$ cat src/rhe_pkg.sv
// ----------------------------------------------------------------------------
// rhe_pkg
// Types and constants shared by the RGB histogram engine files.
// ----------------------------------------------------------------------------
`default_nettype none

package rhe_pkg;

    localparam int BINS      = 256;
    localparam int DEPTH     = 3 * BINS;
    localparam int ADDR_W    = 10;
    localparam int MEAN_BITS = 16;
    localparam int STEP_W    = 4;

    localparam logic [1:0] CH_RED   = 2'd0;
    localparam logic [1:0] CH_GREEN = 2'd1;
    localparam logic [1:0] CH_BLUE  = 2'd2;

    localparam logic [7:0] ALPHA_OPAQUE = 8'hFF;

    typedef enum logic [1:0] {
        ACT_ADD      = 2'd0,
        ACT_READ_BIN = 2'd1,
        ACT_READ_SUM = 2'd2,
        ACT_CLEAR    = 2'd3
    } t_action;

    typedef enum logic [2:0] {
        S_CLEAR,
        S_IDLE,
        S_ADD0,
        S_ADD1,
        S_ADD2,
        S_RDBIN,
        S_DIV,
        S_DONE
    } t_state;

    typedef struct packed {
        t_action    action;
        logic [7:0] red;
        logic [7:0] green;
        logic [7:0] blue;
        logic [7:0] alpha;
        logic [1:0] channel;
        logic [7:0] bin;
    } t_rhe_in;

    typedef struct packed {
        logic [31:0] bin_count;
        logic [31:0] pixel_count;
        logic [31:0] translucent_count;
        logic [15:0] mean_red;
        logic [15:0] mean_green;
        logic [15:0] mean_blue;
    } t_rhe_out;

endpackage

`default_nettype wire

$ cat src/rhe_mean_div.sv
// ----------------------------------------------------------------------------
// rhe_mean_div
// Radix-2 restoring divider: floor(sum * 256 / count), one bit per cycle.
// ----------------------------------------------------------------------------
`default_nettype none

module rhe_mean_div
    import rhe_pkg::*;
#(
    parameter int COUNT_BITS = 32
) (
    input  wire logic                      i_clk,
    input  wire logic                      i_rst_n,
    input  wire logic                      i_start,
    input  wire logic [COUNT_BITS+7:0]     i_sum,
    input  wire logic [COUNT_BITS-1:0]     i_count,
    output logic                           o_done,
    output logic [MEAN_BITS-1:0]           o_mean
);

    logic                    r_busy;
    logic                    r_done;
    logic [STEP_W-1:0]       r_step;
    logic [COUNT_BITS-1:0]   r_rem;
    logic [COUNT_BITS-1:0]   r_div;
    logic [MEAN_BITS-1:0]    r_shift;
    logic [MEAN_BITS-1:0]    r_q;
    logic                    r_zero;

    logic [COUNT_BITS:0]     s_trial;
    logic [COUNT_BITS:0]     s_diff;
    logic                    s_ge;

    // sum < 256 * count, so the quotient fits 16 bits and rem < count throughout
    assign s_trial = {r_rem, r_shift[MEAN_BITS-1]};
    assign s_diff  = s_trial - {1'b0, r_div};
    assign s_ge    = (s_trial >= {1'b0, r_div});

    always_ff @(posedge i_clk) begin
        if (!i_rst_n) begin
            r_busy <= 1'b0;
            r_done <= 1'b0;
            r_step <= '0;
        end else begin
            r_done <= 1'b0;
            if (i_start) begin
                r_busy <= 1'b1;
                r_step <= '0;
            end else if (r_busy) begin
                r_step <= r_step + 1'b1;
                if (r_step == STEP_W'(MEAN_BITS - 1)) begin
                    r_busy <= 1'b0;
                    r_done <= 1'b1;
                end
            end
        end
    end

    always_ff @(posedge i_clk) begin
        if (i_start) begin
            r_rem   <= i_sum[COUNT_BITS+7:8];
            r_shift <= {i_sum[7:0], 8'h00};
            r_div   <= i_count;
            r_zero  <= (i_count == '0);
        end else if (r_busy) begin
            r_rem   <= s_ge ? s_diff[COUNT_BITS-1:0] : s_trial[COUNT_BITS-1:0];
            r_shift <= {r_shift[MEAN_BITS-2:0], 1'b0};
            r_q     <= {r_q[MEAN_BITS-2:0], s_ge};
        end
    end

    assign o_done = r_done;
    assign o_mean = r_zero ? '0 : r_q;

endmodule

`default_nettype wire

$ cat config.mk
export PLATFORM = sky130hd
export DESIGN_NAME = rhe_mean_div
export DESIGN_NICKNAME = d
export VERILOG_FILES = /design/src/rhe_pkg.sv /design/src/rhe_mean_div.sv
export SDC_FILE = /design/constraint.sdc
export NUM_CORES = 1
export LEC_CHECK = 0
export ABC_CLOCK_PERIOD_IN_PS = 3700
export BUFFER_PORTS_ARGS = -buffer_cell sky130_fd_sc_hd__buf_4
export CELL_PAD_IN_SITES_DETAIL_PLACEMENT = 2
export CELL_PAD_IN_SITES_GLOBAL_PLACEMENT = 2
export CORE_MARGIN = 3
export CORE_UTILIZATION = 37
export DETAILED_ROUTE_END_ITERATION = 10
export GPL_TIMING_DRIVEN = 0
export PLACE_DENSITY = 0.81
export SYNTH_ARGS = -nofsm -noshare
export SYNTH_HDL_FRONTEND = slang
export SYNTH_SLANG_ARGS = --single-unit
export TNS_END_PERCENT = 5
$ cat constraint.sdc
create_clock -name i_clk -period 3.7 [get_ports i_clk]
set_input_delay 0 -clock i_clk [delete_from_list [all_inputs] [get_ports i_clk]]
set_output_delay 0 -clock i_clk [all_outputs]
set_load 0.02 [all_outputs]
## Word level (Yosys, flattened, before mapping)

Index checks and enable logic that the tools add are counted.

| operators by class | value |
|---|---|
| $add $sub $neg | 2 |
| order comparisons | 1 |
| equality and inequality tests | 1 |
| multiplexer cells | 10 |
| bitwise logic cells | 3 |
| reduce and logical (&&, ||, !) cells | 5 |

Operators with widths:

| kind | number |
|---|---|
| $mux 32 | 3 |
| $mux 16 | 3 |
| $ge 33x32->1 | 1 |
| $logic_not 32->1 | 1 |
| $sub 32x32->32 | 1 |
| $add 4x1->4 const B | 1 |
| $eq 4x4->1 const B | 1 |
| $mux 1 | 4 |
| $not 1->1 | 3 |
| $reduce_or 3->1 | 1 |
| $reduce_and 2->1 | 1 |
| $reduce_bool 2->1 | 1 |
| $reduce_or 2->1 | 1 |

| word-level totals | value |
|---|---|
| register bits after elaboration | 95 |
| input bits | 75 |
| word-level logic and storage cells | 30 |

## Longest topological paths before layout

Gate-level depths: netlist of run 1.

| logic depth | value |
|---|---|
| depth after elaboration | 4 |
| mapped depth | 14 |
| mapped depth without buffers | 13 |

## Worst setup path before layout of run 1

No wires, ideal clock.

| timing path | value |
|---|---|
| path kind | flip-flop to flip-flop |
| from | register r_shift[15] |
| to | register r_rem[12] (data pin) |
| library setup time | 0.260 ns |
| data arrival time | 2.586 ns |
| data required time | 3.440 ns |
| path slack | 0.854 ns |
| cell stages (with the launch flop) | 14 |
| cells stage by stage | edfxtp_1 > inv_1 > ha_1 > inv_1 > fa_1 > a21oi_1 > o211ai_1 > a31oi_1 > o21ai_1 > a21o_1 > a21oi_1 > xnor2_1 > mux2_4 > mux2_2 |

| on the way | value |
|---|---|
| cells in the longest elaborated chain, start to end | 4 |
| elaborated cells between the ends (all ways) | 5 |
| classes of those cells | add/sub: 1; order compare: 1; mux: 3 |

Ends and longest elaborated chain:

| what | RTL line | RTL |
|---|---|---|
| start, declared | rhe_mean_div.sv:26 | `logic [MEAN_BITS-1:0] r_shift;` |
| start signal, assigned | rhe_mean_div.sv:62 | `r_shift <= {i_sum[7:0], 8'h00};` |
| start signal, assigned | rhe_mean_div.sv:67 | `r_shift <= {r_shift[MEAN_BITS-2:0], 1'b0};` |
| $sub 32x32->32 or $ge 33x32->1 (tied branches) | rhe_mean_div.sv:36, rhe_mean_div.sv:37 |  |
| $mux 32 (*) | rhe_mean_div.sv:66 | `r_rem <= s_ge ? s_diff[COUNT_BITS-1:0] : s_trial[COUNT_BITS-1:0];` |
| $mux 32 (*) | rhe_mean_div.sv:65 | `end else if (r_busy) begin` |
| $mux 32 (*) | rhe_mean_div.sv:60 | `if (i_start) begin` |
| end signal, assigned | rhe_mean_div.sv:61 | `r_rem <= i_sum[COUNT_BITS+7:8];` |
| end signal, assigned | rhe_mean_div.sv:66 |  |
| end, declared | rhe_mean_div.sv:24 | `logic [COUNT_BITS-1:0] r_rem;` |

Every way passes the cells marked *; elsewhere a longest branch is shown, timed or not. The select of a mux whose other input is x is not followed.
A chain may end at the register's enable or synchronous reset.

## Final worst setup path of run 1

Ends and elaborated chain as after synthesis.

==> impl_metrics.ini, run 1 <==
[power_and_ir_drop]
leakage_nw = 3.22
power.combinational.fraction_pct = 48.1
sequential_power_share_pct = 31.6
p_sw_share_pct = 39.4
power_switching_mw = 1.88
intPower_mw = 2.90
power-per-cell-area_nw_per_um2 = 612
ir_worst_vdd_uv = 276
share_clk_of_total_power_pct = 20.2

[sta]
timing.clock.skew_ns = 0.0111
finalWorstPathRequiredPeriod_ns = 3.43
setup_viol_count_final = 0
finalSetupTns_ns = 0
final_max_slew_viol_count = 0
hold_violations = 0
worst_slew_pin_slew_ns = 1.11
worst_slew_margin_rel_pct = 25.8
setup_repair_after_global_routing_missed_its_margin = false
timing.final.crit_share_pct = 92.8
final.hold.worst_slack_ns = 0.0616
max_freq_ghz = 0.291

[synth]
synthMostInstantiatedCell = sky130_fd_sc_hd__edfxtp_1
yosys.area.top_type = sky130_fd_sc_hd__edfxtp_1
post_synth_xor_area_fraction_pct = 4.04
netlist.area_leader.share_pct = 45.7
synth_simple_gate_area_share_pct = 14.9
yosysWarnings = 0
synth.area.mux_share_pct = 7.33
yosys-top-cells-area = sky130_fd_sc_hd__edfxtp_1 46%, sky130_fd_sc_hd__ha_1 7.1%, sky130_fd_sc_hd__mux2_2 6.0%
syn_inst = 555
postSynth.asyncResetShare_pct = 0
synthAdderAreaFrac_pct = 7.39
synth_enable_flop_cells = 89
synth_compound_area_share_pct = 13.9
post_synth_instance_area_um2 = 5850
dominant_combinational_cell_family_by_area_after_synthesis = simple AND/OR/NAND/NOR gates
syn-mean-instance-area_um2 = 10.5
synth_seq_area_share_pct = 47.7
synth_top_flop_cell = sky130_fd_sc_hd__edfxtp_1
flip_flop_and_latch_count_after_synthesis = 95
number_of_distinct_library_cell_variants_in_the_gate_level_netlist_after_synthesis = 59
postSynthNetCount = 664
synth_commonest_cells = 89 x sky130_fd_sc_hd__edfxtp_1, 49 x sky130_fd_sc_hd__a21oi_1, 41 x sky130_fd_sc_hd__nor2_1, 40 x sky130_fd_sc_hd__nand2_1, 39 x sky130_fd_sc_hd__inv_1

[critical_path]
cp.arrival_ns = 3.54
crit_type = reg2reg
category_of_the_worst_setup_path_launch_point = flip-flop
worst_setup_startpoint = r_shift[15]
critical_path.max_stage_delay_ns = 0.39
cells_along_the_critical_path = inv_1 -> ha_1 -> inv_1 -> fa_1 -> a21oi_1 -> o211ai_1 -> a31oi_1 -> o21ai_1 -> a21o_1 -> a21oi_1 -> xnor2_1 -> mux2_4 -> mux2_2
master_of_the_slowest_instance_on_the_critical_path = sky130_fd_sc_hd__fa_1
cp.required_ns = 3.81
cp-end-kind = flip-flop
worst-path-max-fanout = 4
critical_path.reg2reg.startpoint = r_shift[15]

[drt]
routed_length_per_placed_instance_um = 21.8
dr.first_iter.drc_count = 249
routed_wl_um = 20600
via_per_inst = 5.39
detailroute.via_count = 5080
tritonroute_pass_1_iters = 5
antenna_violating_nets_post_route = 0
route.detailed.drc = 0

[cts]
cts_inserted_buffers = 9
htreeDepth = 3
clock_latency_ns = 0.36
tritoncts = done
cts-root-buf = sky130_fd_sc_hd__clkbuf_16
cts_sinks = 95
postcts_setup_bufs = 0
worst_setup_hold_path_clk_slew_ns = 0.07
clock_path_buffers = 2

[cells_and_area]
number_of_nets_in_the_layout = 835
finish.cell_count_without_fillers = 942
antenna_cell_count = 0
seq_area_um2 = 2790
final_layout_size_suffix_gt1_share_pct = 23.1
final.fill_count = 1577
syn_to_final_growth_pct = 33.4
multiInputGateArea_um2 = 2810

[global_route]
grt_pass1_wl_um = 32600
busiest_layer = met2
grt_pass1_vias = 5814
grt.met2_usage_pct = 43.6
grt_util_all_layers_pct = 23.8
antenna_violations_before_repair = 0
grt.overflow.total = 0
grt.met1_usage_pct = 28.3
grt.met3_usage_pct = 3.74
pin_count_of_the_biggest_net_entering_global_routing = 41

[floorplanning]
die_h_um = 132
rows = 45
core_region_area_um2 = 15300
die_outline_area_um2 = 17400
initial_core_util_pct = 38.2
die_width_um = 132
design.portCount = 92

[worst_hold_path]
min_from = i_sum[35]
hold_path_class = in2reg

[placed_design]
gp_congestion = 0.818
io_buffer_count = 91
placedCellCount = 857
total_half_perimeter_wirelength_after_legalization_and_detailed_placement_um = 13700

[outcome]
outcome = finished clean

[run]
cap_violations = 0
## layout by cell type, fill, tap and decap left out, types with 11 or more instances in the layout
cell                            instances
sky130_fd_sc_hd__a21o_1                17
sky130_fd_sc_hd__edfxtp_1              89
sky130_fd_sc_hd__nand2_1               40
sky130_fd_sc_hd__nor4_1                11
sky130_fd_sc_hd__dlygate4sd3_1         69
sky130_fd_sc_hd__xnor2_1               17
sky130_fd_sc_hd__o21ai_0               20
sky130_fd_sc_hd__ha_1                  33
sky130_fd_sc_hd__nor2b_1               22
sky130_fd_sc_hd__inv_1                 39
sky130_fd_sc_hd__buf_4                 93
sky130_fd_sc_hd__a21oi_1               48
sky130_fd_sc_hd__nor2_1                41
sky130_fd_sc_hd__mux2_2                31
## metrics by stage
step	setup WS (ns)	util [%]	cell area, µm²	power, mW
finish	0.267	51.0	7810	4.78
global route	0.0406	51.0	7810	5.05
CTS	0.228	50.8	7790	4.69
detailed placement	0.355	44.4	6800	3.64
global placement	0.497	44.4	6800	3.52
floorplan	0.854	-	5850	3.02
## worst paths after layout
check             slack, ns  cells past startpoint        end
setup reg to reg       0.27                     13  r_rem[12]
setup / recovery       0.27                     13  r_rem[12]
hold reg to reg        0.45                      0     r_q[1]
hold / removal         0.06                      3  r_rem[27]
## layer usage
| metal | vias to the layer above | routed length (µm) |
|---|---|---|
| met5 | - | 0 |
| met4 | 0 | 616 |
| met3 | 38 | 646 |
| met2 | 123 | 10900 |
| met1 | 2552 | 8440 |
| li1 | 2367 | - |
## worst max-delay path, delay by kind of cell (launching register included)
family | cells | cell delay (ns)
muxes | 2 | 0.51
AOI/OAI and AO/OA | 6 | 1.49
buffers and inverters | 2 | 0.15
xor gates and xnor gates | 1 | 0.08
DFF | 1 | 0.38
adders and majority gates | 2 | 0.57
## power groups by stage
stage	clock, mW	combinational, mW	sequential, mW
5_1_grt	1.02	2.51	1.52
2_1_floorplan	0	1.54	1.48
6_report	0.967	2.30	1.51
4_1_cts	0.975	2.21	1.50
3_5_place_dp	0	2.12	1.52
3_3_place_gp	0	2.01	1.51
## cell type report
| class | instances | share of cell area [%] |
|---|---|---|
| Tap cell | 211 | 3.38 |
| Clock buffer | 9 | 2.88 |
| Inverter | 39 | 1.87 |
| Multi-Input combinational cell | 397 | 36.0 |
| Clock inverter | 7 | 0.897 |
| Buffer | 24 | 1.65 |
| Timing Repair Buffer | 160 | 17.6 |
| Sequential cell | 95 | 35.7 |
## timing repair
action	4_1_cts	5_1_grt
resized for setup	0	4
hold buffers	69	0
endpoints found under the setup margin	0	2
endpoints found under the hold margin	69	0
## sequential cells by signal, indices dropped and copies added, names as in the netlist
signal	cells
r_shift	8
r_rem	32
o_done	1
r_zero	1
r_step	4
r_q	16
r_busy	1
r_div	32
## logic make-up after synthesis
| family | count (synthesis) |
|---|---|
| AND/OR/NAND/NOR | 171 |
| AO/OA/AOI/OAI | 127 |
| flip-flops | 95 |
| buffers and inverters | 63 |
| multiplexers | 38 |
| adder cells (fa/ha/maj) | 34 |
| XOR/XNOR | 27 |
Power figures use the tool's default switching activity.
==> run 2, diff against run 1 <==
Settings changed: CORE_UTILIZATION 37 to 38, CTS_BUF_LIST set to sky130_fd_sc_hd__clkbuf_8, PLACE_DENSITY 0.81 to 0.83.
==> run 2 against run 1 <==
Highest routed layer unchanged. Flip-flop and latch count unchanged. Cell area down 1.8%. Clock skew up 0.0020 ns. Total power shrank 5.1%. Clock-buffer cell count up 5. Combinational power is essentially flat. Sequential power hardly changed. Non-clock buffer count did not move. Clock power shrank 25%. Utilization grew 0.79 points. Critical path depth decreased by 1. Setup slack got worse by 0.065 ns. Largest power group unchanged.
==> impl_metrics.ini, run 2 (same netlist as run 1, synthesis figures left out) <==
[critical_path]
cp-end-kind = flip-flop
category_of_the_worst_setup_path_launch_point = flip-flop
reg2reg_depth = 12
timing.rr.end = r_rem[21]
critical_path.reg2reg.startpoint = r_rem[3]
ff2ff_setup_slack_ns = 0.20
crit_type = reg2reg
cp.required_ns = 3.83
cp.arrival_ns = 3.63
worst-path-max-fanout = 10

[global_route]
grt_util_all_layers_pct = 25.4
grt.overflow.total = 0
pin_count_of_the_biggest_net_entering_global_routing = 41
antenna_violations_before_repair = 0
grt_pass1_vias = 5752
grt_pass1_wl_um = 32400

[run]
cap_violations = 0

[sta]
final_critical_path_setup_slack_ns = 0.202
hold_violations = 0
finalSetupTns_ns = 0
setup_viol_count_final = 0
finalWorstPathRequiredPeriod_ns = 3.50
final.hold.worst_slack_ns = 0.0478
timing.final.crit_share_pct = 94.5
worst_slew_pin_slew_ns = 1.10
final_max_slew_viol_count = 0
worst_slew_margin_rel_pct = 27.0
setup_repair_after_global_routing_missed_its_margin = false
max_freq_ghz = 0.286
timing.clock.skew_ns = 0.0130

[cts]
tritoncts = done
clock_path_buffers = 2
cts_sinks = 95
htreeDepth = 3
cts_inserted_buffers = 9
clock_latency_ns = 0.38
postcts_setup_bufs = 0
cts-root-buf = sky130_fd_sc_hd__clkbuf_8
worst_setup_hold_path_clk_slew_ns = 0.10

[cells_and_area]
final_util_pct = 51.8
layout.cells.most_common_list = 93 x sky130_fd_sc_hd__buf_4, 89 x sky130_fd_sc_hd__edfxtp_1, 69 x sky130_fd_sc_hd__dlygate4sd3_1
finish.cell_count_without_fillers = 915
mostFrequentLayoutCell = sky130_fd_sc_hd__buf_4
finalInstanceArea_um2 = 7670
syn_to_final_growth_pct = 31.1
antenna_cell_count = 0
number_of_nets_in_the_layout = 835
final_layout_size_suffix_gt1_share_pct = 22.7
reg.largest.list = r_div (32), r_rem (32), r_q (16)

[placed_design]
dp_worst_setup_slack_ns = 0.351
placed_cell_area_um2 = 6770
total_half_perimeter_wirelength_after_legalization_and_detailed_placement_um = 14300
io_buffer_count = 91
placedCellCount = 830
gp_congestion = 0.827

[floorplanning]
design.portCount = 92
die_outline_area_um2 = 16900
die_h_um = 130
core_region_area_um2 = 14800
initial_core_util_pct = 39.5
die_width_um = 130
rows = 44

[drt]
routed_wl_um = 21000
route.detailed.drc = 0
antenna_violating_nets_post_route = 0
via_per_inst = 5.49
routed_length_per_placed_instance_um = 22.9
detailroute.via_count = 5022
tritonroute_pass_1_iters = 4
dr.first_iter.drc_count = 351

[worst_hold_path]
min_to = r_rem[26]
worst_hold_path.num_cells = 3
hold_path_class = in2reg
min_from = i_sum[34]

[power_and_ir_drop]
ir_worst_vdd_uv = 222
power.combinational.fraction_pct = 50.5
sequential_power_share_pct = 33.4
share_clk_of_total_power_pct = 16.1
intPower_mw = 2.70
power_mw = 4.53
power-per-cell-area_nw_per_um2 = 591
leakage_nw = 3.18
p_sw_share_pct = 40.3
power_switching_mw = 1.83

[outcome]
outcome = finished clean
-- run 2: timing repair --
action	4_1_cts	5_1_grt
hold buffers	69	0
gates resized for setup	0	1
endpoints found under the setup margin	0	1
endpoints found under the hold margin	71	0
-- run 2: worst max path at each step --
| stage | start | endpoint | slack (ns) |
|---|---|---|---|
| 3_3_place_gp | r_rem[10] | r_rem[28] | 0.49 |
| 4_1_cts | r_shift[15] | r_rem[12] | 0.27 |
| 5_1_grt | r_div[14] | r_rem[21] | 0.02 |
| 3_5_place_dp | r_shift[15] | r_rem[12] | 0.35 |
| 2_1_floorplan | r_shift[15] | r_rem[12] | 0.85 |
| 6_report | r_rem[3] | r_rem[21] | 0.20 |
-- run 2: critical path: stages, from the launching register on --
cell and delay, ns:
sky130_fd_sc_hd__edfxtp_1 0.44, sky130_fd_sc_hd__ha_1 0.41, sky130_fd_sc_hd__nand3_1 0.18, sky130_fd_sc_hd__a21oi_1 0.28, sky130_fd_sc_hd__o21ai_1 0.25, sky130_fd_sc_hd__o31ai_4 0.34, sky130_fd_sc_hd__nor2_4 0.10, sky130_fd_sc_hd__o21ai_4 0.31
sky130_fd_sc_hd__buf_6 0.23, sky130_fd_sc_hd__buf_4 0.26, sky130_fd_sc_hd__nor3b_1 0.10, sky130_fd_sc_hd__a21oi_1 0.21, sky130_fd_sc_hd__o21ai_0 0.13
-- run 2: final cells by class --
type / instances / area [µm²]
clock inverters: 2 / 12.5
fillers: 1485 / 7140
inverters: 39 / 146
multi-input cells: 397 / 2800
flip-flops and latches: 95 / 2790
plain buffers: 24 / 129
clock buffers: 14 / 193
well taps: 184 / 230
repair buffers: 160 / 1370
-- run 2: per-layer routing --
layer  wire length, µm  vias to the layer above  GRT usage [%]
li1                  -                     2364              -
met1              8790                     2516           30.6
met2             11000                      108           46.2
met3               668                       34           3.81
met4               464                        0           8.37
met5                 0                        -              0
-- run 2: power by group through the flow --
stage          sequential [mW]  combinational (mW)  clock, mW
2_1_floorplan             1.48                1.54          0
3_3_place_gp              1.51                2.01          0
3_5_place_dp              1.53                2.15          0
4_1_cts                   1.51                2.24      0.735
5_1_grt                   1.53                2.51      0.785
6_report                  1.51                2.29      0.730
